--- src/hdl/pcl_pkg.sv ---
// ----------------------------------------------------------------------------
// pcl_pkg: shared types and constants
// Phase codes, click codes, register indexes, reset values and the
// seven-segment decode for the press classifier.
// ----------------------------------------------------------------------------
package pcl_pkg;

  localparam int unsigned TimerW  = 16;
  localparam int unsigned DebW    = 8;
  localparam int unsigned CountW  = 4;
  localparam int unsigned SegW    = 7;
  localparam int unsigned CfgIdxW = 3;
  localparam int unsigned CfgDatW = 16;

  typedef enum logic [2:0] {
    PH_IDLE      = 3'd0,
    PH_PRESS_DEB = 3'd1,
    PH_HOLD      = 3'd2,
    PH_REL_DEB   = 3'd3,
    PH_SHOW      = 3'd4,
    PH_PAUSE     = 3'd5
  } phase_t;

  typedef enum logic [1:0] {
    CLICK_NONE  = 2'd0,
    CLICK_SHORT = 2'd1,
    CLICK_LONG  = 2'd2
  } click_t;

  typedef enum logic [CfgIdxW-1:0] {
    REG_DEBOUNCE  = 3'd0,
    REG_LONG_THR  = 3'd1,
    REG_HOLD_TO   = 3'd2,
    REG_SHOW      = 3'd3,
    REG_PAUSE     = 3'd4
  } cfg_reg_t;

  localparam logic [DebW-1:0]   DebounceRst = 8'd30;
  localparam logic [TimerW-1:0] LongThrRst  = 16'd1000;
  localparam logic [TimerW-1:0] HoldToRst   = 16'd5000;
  localparam logic [TimerW-1:0] ShowRst     = 16'd300;
  localparam logic [TimerW-1:0] PauseRst    = 16'd50;
  localparam logic [TimerW-1:0] TimerMax    = '1;

  typedef struct packed {
    logic [DebW-1:0]   debounce_ticks;
    logic [TimerW-1:0] long_threshold;
    logic [TimerW-1:0] hold_timeout;
    logic [TimerW-1:0] show_ticks;
    logic [TimerW-1:0] pause_ticks;
  } cfg_t;

  typedef struct packed {
    phase_t             phase;
    logic [TimerW-1:0]  wait_timer;
    logic [TimerW-1:0]  hold_time;
    logic [CountW-1:0]  hex_count;
    click_t             last_click;
  } state_t;

  typedef struct packed {
    click_t            click_event;
    logic [CountW-1:0] digit_value;
    logic [SegW-1:0]   segment_lights;
    logic              short_lamp;
    logic              long_lamp;
  } result_t;

  // segments a..g, bit6 = a
  function automatic logic [SegW-1:0] seg_decode(input logic [CountW-1:0] d);
    logic [SegW-1:0] s;
    case (d)
      4'h0: s = 7'h7E;
      4'h1: s = 7'h30;
      4'h2: s = 7'h6D;
      4'h3: s = 7'h79;
      4'h4: s = 7'h33;
      4'h5: s = 7'h5B;
      4'h6: s = 7'h5F;
      4'h7: s = 7'h70;
      4'h8: s = 7'h7F;
      4'h9: s = 7'h7B;
      4'hA: s = 7'h77;
      4'hB: s = 7'h1F;
      4'hC: s = 7'h4E;
      4'hD: s = 7'h3D;
      4'hE: s = 7'h4F;
      default: s = 7'h47;
    endcase
    return s;
  endfunction

endpackage

--- src/hdl/pcl_if.sv ---
// ----------------------------------------------------------------------------
// pcl interfaces: valid/ready channels
// Tick input, result output and register write channels.
// ----------------------------------------------------------------------------
interface pcl_in_if;
  logic valid;
  logic ready;
  logic button_pressed;
  modport source (output valid, output button_pressed, input ready);
  modport sink   (input valid, input button_pressed, output ready);
endinterface

interface pcl_out_if;
  logic       valid;
  logic       ready;
  logic [1:0] click_event;
  logic [3:0] digit_value;
  logic [6:0] segment_lights;
  logic       short_lamp;
  logic       long_lamp;
  modport source (output valid, output click_event, output digit_value,
                  output segment_lights, output short_lamp, output long_lamp,
                  input ready);
  modport sink   (input valid, input click_event, input digit_value,
                  input segment_lights, input short_lamp, input long_lamp,
                  output ready);
endinterface

interface pcl_cfg_if;
  logic        valid;
  logic        ready;
  logic [2:0]  index;
  logic [15:0] data;
  modport source (output valid, output index, output data, input ready);
  modport sink   (input valid, input index, input data, output ready);
endinterface

--- src/hdl/pcl_step.sv ---
// ----------------------------------------------------------------------------
// pcl_step: per-tick update
// Next phase, timers, count and the result word for one button sample.
// ----------------------------------------------------------------------------
module pcl_step (
  input  pcl_pkg::state_t  cur,
  input  pcl_pkg::cfg_t    cfg,
  input  logic             pressed,
  output pcl_pkg::state_t  nxt,
  output pcl_pkg::result_t res
);
  import pcl_pkg::*;

  logic [TimerW-1:0] timer_inc;
  logic [TimerW-1:0] hold_inc;
  logic              deb_done;
  logic              show_done;
  logic              pause_done;
  click_t            click;
  click_t            kind;
  logic              lit;

  assign timer_inc  = (cur.wait_timer == TimerMax) ? TimerMax : cur.wait_timer + 1'b1;
  assign hold_inc   = (cur.hold_time == TimerMax) ? TimerMax : cur.hold_time + 1'b1;
  assign deb_done   = timer_inc >= {{(TimerW-DebW){1'b0}}, cfg.debounce_ticks};
  assign show_done  = timer_inc >= cfg.show_ticks;
  assign pause_done = timer_inc >= cfg.pause_ticks;

  // next state
  always_comb begin
    nxt   = cur;
    click = CLICK_NONE;
    kind  = CLICK_NONE;
    unique case (cur.phase)
      PH_PRESS_DEB: begin
        nxt.wait_timer = timer_inc;
        if (deb_done) begin
          nxt.wait_timer = '0;
          if (pressed) begin
            nxt.phase     = PH_HOLD;
            nxt.hold_time = '0;
          end else begin
            nxt.phase = PH_PAUSE;
          end
        end
      end
      PH_HOLD: begin
        if (pressed) begin
          nxt.hold_time = hold_inc;
          if (hold_inc > cfg.hold_timeout) kind = CLICK_LONG;
        end else begin
          nxt.phase      = PH_REL_DEB;
          nxt.wait_timer = '0;
        end
      end
      PH_REL_DEB: begin
        nxt.wait_timer = timer_inc;
        if (deb_done) begin
          nxt.wait_timer = '0;
          if (!pressed) begin
            kind = (cur.hold_time < cfg.long_threshold) ? CLICK_SHORT : CLICK_LONG;
          end else begin
            nxt.phase = PH_PAUSE;
          end
        end
      end
      PH_SHOW: begin
        nxt.wait_timer = timer_inc;
        if (show_done) begin
          nxt.wait_timer = '0;
          nxt.last_click = CLICK_NONE;
          nxt.phase      = PH_PAUSE;
        end
      end
      PH_PAUSE: begin
        nxt.wait_timer = timer_inc;
        if (pause_done) begin
          nxt.wait_timer = '0;
          nxt.phase      = pressed ? PH_PRESS_DEB : PH_PAUSE;
        end
      end
      default: begin
        nxt.wait_timer = '0;
        nxt.phase      = pressed ? PH_PRESS_DEB : PH_PAUSE;
      end
    endcase

    // a decided click enters the show phase
    if (kind != CLICK_NONE) begin
      click          = kind;
      nxt.hex_count  = (kind == CLICK_SHORT) ? cur.hex_count + 1'b1 : '0;
      nxt.last_click = kind;
      nxt.phase      = PH_SHOW;
      nxt.wait_timer = '0;
    end
  end

  // outputs reflect the updated state
  always_comb begin
    lit                = (nxt.phase == PH_SHOW);
    res.click_event    = click;
    res.digit_value    = nxt.hex_count;
    res.segment_lights = lit ? seg_decode(nxt.hex_count) : '0;
    res.short_lamp     = lit && (nxt.last_click == CLICK_SHORT);
    res.long_lamp      = lit && (nxt.last_click == CLICK_LONG);
  end

endmodule

--- src/hdl/press_classifier_hex_counter_core.sv ---
// ----------------------------------------------------------------------------
// press_classifier_hex_counter_core: short/long press classifier
// Debounced button classifier driving a 4-bit hex counter display.
// ----------------------------------------------------------------------------
// Each input word is one millisecond tick with the button level and yields
// exactly one result word, registered in the cycle after the tick is taken.
// A new tick is taken every cycle in which the input is ready; the only
// loop is the state register around the combinational update logic. While
// a result waits in the output register the input is held off, except in
// the cycle the sink takes that result, so throughput is one tick per cycle whenever the sink takes results.
// Registers are written through the cfg_ channel, which is always ready, and
// should be changed only while no tick is in flight.
module press_classifier_hex_counter_core (
  input  logic         clk,
  input  logic         rst_n,
  pcl_in_if.sink       in_bus,
  pcl_out_if.source    out_bus,
  pcl_cfg_if.sink      cfg_bus
);
  import pcl_pkg::*;

  cfg_t    cfg_r;
  state_t  state_r;
  state_t  state_nxt;
  result_t res_nxt;
  result_t res_r;
  logic    out_valid_r;
  logic    accept;

  assign in_bus.ready  = !out_valid_r || out_bus.ready;
  assign accept        = in_bus.valid && in_bus.ready;
  assign cfg_bus.ready = 1'b1;

  always_ff @(posedge clk) begin
    if (!rst_n) begin
      cfg_r.debounce_ticks <= DebounceRst;
      cfg_r.long_threshold <= LongThrRst;
      cfg_r.hold_timeout   <= HoldToRst;
      cfg_r.show_ticks     <= ShowRst;
      cfg_r.pause_ticks    <= PauseRst;
    end else if (cfg_bus.valid) begin
      unique case (cfg_bus.index)
        REG_DEBOUNCE: cfg_r.debounce_ticks <= cfg_bus.data[DebW-1:0];
        REG_LONG_THR: cfg_r.long_threshold <= cfg_bus.data;
        REG_HOLD_TO:  cfg_r.hold_timeout   <= cfg_bus.data;
        REG_SHOW:     cfg_r.show_ticks     <= cfg_bus.data;
        REG_PAUSE:    cfg_r.pause_ticks    <= cfg_bus.data;
        default: ;
      endcase
    end
  end

  pcl_step u_step (
    .cur     (state_r),
    .cfg     (cfg_r),
    .pressed (in_bus.button_pressed),
    .nxt     (state_nxt),
    .res     (res_nxt)
  );

  always_ff @(posedge clk) begin
    if (!rst_n) begin
      state_r.phase      <= PH_IDLE;
      state_r.wait_timer <= '0;
      state_r.hold_time  <= '0;
      state_r.hex_count  <= '0;
      state_r.last_click <= CLICK_NONE;
      out_valid_r        <= 1'b0;
    end else begin
      if (accept) begin
        state_r     <= state_nxt;
        out_valid_r <= 1'b1;
      end else if (out_bus.ready) begin
        out_valid_r <= 1'b0;
      end
    end
  end

  always_ff @(posedge clk) begin
    if (accept) res_r <= res_nxt;
  end

  assign out_bus.valid          = out_valid_r;
  assign out_bus.click_event    = res_r.click_event;
  assign out_bus.digit_value    = res_r.digit_value;
  assign out_bus.segment_lights = res_r.segment_lights;
  assign out_bus.short_lamp     = res_r.short_lamp;
  assign out_bus.long_lamp      = res_r.long_lamp;

endmodule

--- src/flat_wrapper.sv ---
// flat-port wrapper written by rule: the top's interface ports become plain ports
module press_classifier_hex_counter_core_flat import pcl_pkg::*;
  (clk, rst_n, in_bus_valid, in_bus_button_pressed, in_bus_ready, out_bus_valid, out_bus_click_event, out_bus_digit_value, out_bus_segment_lights, out_bus_short_lamp, out_bus_long_lamp, out_bus_ready, cfg_bus_valid, cfg_bus_index, cfg_bus_data, cfg_bus_ready);
  pcl_in_if in_bus_i ();
  pcl_out_if out_bus_i ();
  pcl_cfg_if cfg_bus_i ();
  input  logic clk;
  input  logic rst_n;
  input wire logic [$bits(in_bus_i.valid)-1:0] in_bus_valid;
  input wire logic [$bits(in_bus_i.button_pressed)-1:0] in_bus_button_pressed;
  output wire logic [$bits(in_bus_i.ready)-1:0] in_bus_ready;
  output wire logic [$bits(out_bus_i.valid)-1:0] out_bus_valid;
  output wire logic [$bits(out_bus_i.click_event)-1:0] out_bus_click_event;
  output wire logic [$bits(out_bus_i.digit_value)-1:0] out_bus_digit_value;
  output wire logic [$bits(out_bus_i.segment_lights)-1:0] out_bus_segment_lights;
  output wire logic [$bits(out_bus_i.short_lamp)-1:0] out_bus_short_lamp;
  output wire logic [$bits(out_bus_i.long_lamp)-1:0] out_bus_long_lamp;
  input wire logic [$bits(out_bus_i.ready)-1:0] out_bus_ready;
  input wire logic [$bits(cfg_bus_i.valid)-1:0] cfg_bus_valid;
  input wire logic [$bits(cfg_bus_i.index)-1:0] cfg_bus_index;
  input wire logic [$bits(cfg_bus_i.data)-1:0] cfg_bus_data;
  output wire logic [$bits(cfg_bus_i.ready)-1:0] cfg_bus_ready;
  assign in_bus_i.valid = in_bus_valid;
  assign in_bus_i.button_pressed = in_bus_button_pressed;
  assign in_bus_ready = in_bus_i.ready;
  assign out_bus_valid = out_bus_i.valid;
  assign out_bus_click_event = out_bus_i.click_event;
  assign out_bus_digit_value = out_bus_i.digit_value;
  assign out_bus_segment_lights = out_bus_i.segment_lights;
  assign out_bus_short_lamp = out_bus_i.short_lamp;
  assign out_bus_long_lamp = out_bus_i.long_lamp;
  assign out_bus_i.ready = out_bus_ready;
  assign cfg_bus_i.valid = cfg_bus_valid;
  assign cfg_bus_i.index = cfg_bus_index;
  assign cfg_bus_i.data = cfg_bus_data;
  assign cfg_bus_ready = cfg_bus_i.ready;
  press_classifier_hex_counter_core u_core (.clk(clk), .rst_n(rst_n), .in_bus(in_bus_i), .out_bus(out_bus_i), .cfg_bus(cfg_bus_i));
endmodule
--- config.mk ---
export PLATFORM = sky130hd
export DESIGN_NAME = press_classifier_hex_counter_core_flat
export DESIGN_NICKNAME = d
export VERILOG_FILES = /design/src/hdl/pcl_pkg.sv /design/src/hdl/pcl_if.sv /design/src/hdl/pcl_step.sv /design/src/hdl/press_classifier_hex_counter_core.sv /design/src/flat_wrapper.sv
export SDC_FILE = /design/constraint.sdc
export NUM_CORES = 1
export LEC_CHECK = 0
export ABC_AREA = 1
export BUFFER_PORTS_ARGS = -buffer_cell sky130_fd_sc_hd__buf_4
export CAP_MARGIN = 20
export CORE_MARGIN = 2
export CORE_UTILIZATION = 40
export DETAILED_ROUTE_END_ITERATION = 8
export PLACE_DENSITY = 0.59
export SLEW_MARGIN = 10
export SYNTH_ARGS = -nofsm -noshare
export SYNTH_HDL_FRONTEND = slang
export SYNTH_SLANG_ARGS = --single-unit
--- constraint.sdc ---
create_clock -name clk -period 4.4 [get_ports clk]
set_input_delay 0.66 -clock clk [delete_from_list [all_inputs] [get_ports clk]]
set_output_delay 0.66 -clock clk [all_outputs]
set_load 0.1 [all_outputs]
==> impl_metrics.ini <==
[pwr]
p_leak_nw = 4.26
power.density_nw_per_um2 = 343
ir_drop_v = 0.000252

[die]
die_h_um = 146
die_x_um = 146
start_util_pct = 40.4
fp.dieArea_um2 = 21400
rows = 52
num_io_pins = 43
coreArea_um2 = 20000

[place]
place.port_buffers = 41
dpl_worst_slack_ps = 36.6
gp_congestion = 0.859
hpwl_um = 15500
dp_cells = 1424

[timing]
post-route-period-util_pct = 92.7
tns_ps = 0
setup_violations = 0
fin_crit_ps = 4080
report.final.slew_viol_count = 0
maxSlewHeadroom_pct = 38.2
hold_viol_final = 0
tightest_slew_ps = 923
worst_slack_ps = 322
fmax_mhz = 245
whs_ps = 458
skew_ps = 11.0

[grt]
grt_usage_pct = 20.0
antenna_found_initial = 0
grt_pass1_wl_um = 34700
grt_pass1_vias = 6846
grt_overflow = 0
grt_max_degree = 82

[synth]
synth_area_leader_cell = dfxtp_1
ys_warn_count = 0
ys_top_cells_by_area = dfxtp_1 28%, ha_1 13%, nand2_1 9.7%, a21oi_1 8.0%, inv_1 7.0%
ys_ff_latch = 129
synth_top_area_share_pct = 28.2
synth.distinct_cells = 39
syn_nets = 1235
synth_area_um2 = 8100
synth_area_per_cell_um2 = 7.17
netlist_instances = 1129
synth_seq_area_share_pct = 33.7

[clock_network]
tritoncts = done
clk_latency_ps = 430
cts.clk_slew.worst_paths_ps = 60
cts_max_path_buffers = 2
cts_sinks = 129
cts_hold_buf = 0
cts_root_buf = clkbuf_16
cts_max_level = 4
cts_buffers = 17

[worst_setup_path]
crit_path_end_kind = register
cp.required_ps = 4550
critPathLaunchType = register
crit_fanout = 5
arrival_ps = 4230
r2r_setup_slack_ps = 320
crit_type = reg2reg

[cells_and_area]
fin_cells = 1459
final_cell_mix = 208 x nand2_1, 150 x inv_1, 129 x a21oi_1, 111 x dfxtp_1, 89 x o21ai_0
area_growth_syn_to_layout_pct = 16.3
fill_cells = 2073
nNetsFinal = 1282
drive_gt1_share_pct = 12.8
layout_commonest_cell = nand2_1
diodes = 0

[drt]
drt_drc_violations_left = 0
vias = 7386
viasPerCell = 5.06
wirelength_um = 20800
ant_nets = 0
firstDrtPassIters = 5
drtIter0Drc = 613
wl_per_cell_um = 14.2

[status]
status = finished, final reports clean

[min_path]
min_path_type = reg2reg

[job]
max-cap-violations = 0
per-layer routing:
| layer | routed length (um) | global-route usage [%] |
|---|---|---|
| met2 | 9220 | 31.3 |
| met3 | 886 | 3.50 |
| met5 | 0 | 0 |
| met4 | 237 | 5.15 |
| met1 | 10400 | 28.7 |
flip-flops by register name (all words and copies together) (netlist names):
register                       count
u_core.out_bus.digit_value         4
u_core.state_r                    41
u_core.out_bus.long_lamp           1
u_core.out_bus.valid               1
u_core.out_bus.segment_lights      7
u_core.out_bus.short_lamp          1
u_core.cfg_r                      72
u_core.out_bus.click_event         2
critical path, cell delays in order (launching register included):
cell     delay (ps)
dfxtp_4         370
ha_4            140
nand3_2         100
nor2_4          130
nand4_1         150
nor3_2          260
nand4_1         140
inv_1           100
nand2_1          70
nor3_2          110
a21oi_1          80
ha_1            280
nand2_1          70
nor2_2          140
nand4_1         160
or2_4           280
a21oi_4         180
inv_2            80
nand3_4         120
nand2_1          70
nand2_2          80
buf_4           140
ha_1            230
inv_1            60
nand4_1          90
nand3_1          90
a21oi_1          70
final cells by class:
class	count	area, um2	area share (%)
Inverter	163	612	6.50
Tap cell	270	338	3.59
Timing Repair Buffer	62	465	4.94
Clock buffer	23	509	5.41
Sequential cell	129	2740	29.1
Multi-Input combinational cell	803	4650	49.4
Clock inverter	9	93.8	0.997
path summary, 6_finish.rpt:
path	from	end	cells past startpoint
max	u_core.state_r[7]$_SDFFE_PN0P_	u_core.out_bus.segment_lights[3]$_SDFFCE_PN0P_	26
max reg2reg	u_core.state_r[7]$_SDFFE_PN0P_	u_core.out_bus.segment_lights[3]$_SDFFCE_PN0P_	26
min reg2reg	u_core.cfg_r[62]$_SDFFE_PN0P_	u_core.cfg_r[62]$_SDFFE_PN0P_	2
min	u_core.cfg_r[62]$_SDFFE_PN0P_	u_core.cfg_r[62]$_SDFFE_PN0P_	2
logic make-up (layout without fill, tap and decap cells):
group | count (synthesis) | after routing | synth area share (%)
fa+ha+maj | 81 | 81 | 12.5
xor+xnor | 12 | 12 | 1.30
simple gates | 459 | 459 | 26.3
flops | 129 | 129 | 33.7
compound gates | 250 | 250 | 16.5
buf+inv | 197 | 257 | 9.53
other cells | 1 | 1 | 0.0463
power by group:
part / internal, mW / switching (mW)
registers: 1.24 / 0.0241
clock network: 0.876 / 0.545
logic: 0.146 / 0.393
synth_stat cells (all sizes together):
cell type  number
nand2         219
inv           158
a21oi         132
dfxtp         114
nor2           95
o21ai          91
ha             81
nand3          78
nand4          30
nor3           28
clkbuf         26
o211ai         22
edfxtp         15
xor2            9
buf             8
clkinv          5
nand3b          4
or2             4
xnor2           3
a2111oi         1
a21boi          1
a22oi           1
a32oi           1
and2            1
conb            1
o21a            1
per-stage QoR:
stage | area, um2 | util (%) | total power, mW
3_5_place_dp | 8720 | 43.5 | 1.83
2_1_floorplan | 8100 | - | 1.68
3_3_place_gp | 8720 | 43.5 | 1.83
5_1_grt | 9410 | 47.0 | 3.37
6_report | 9410 | 47.0 | 3.23
4_1_cts | 9320 | 46.5 | 3.25
what timing repair did:
| action | 4_1_cts | 5_1_grt |
|---|---|---|
| buffers inserted | 0 | 3 |
| setup endpoints to repair | 0 | 26 |
| gates resized for setup | 0 | 23 |
| endpoints found under the hold margin | 0 | 0 |
Note: power is estimated with default switching activity, not from simulation.
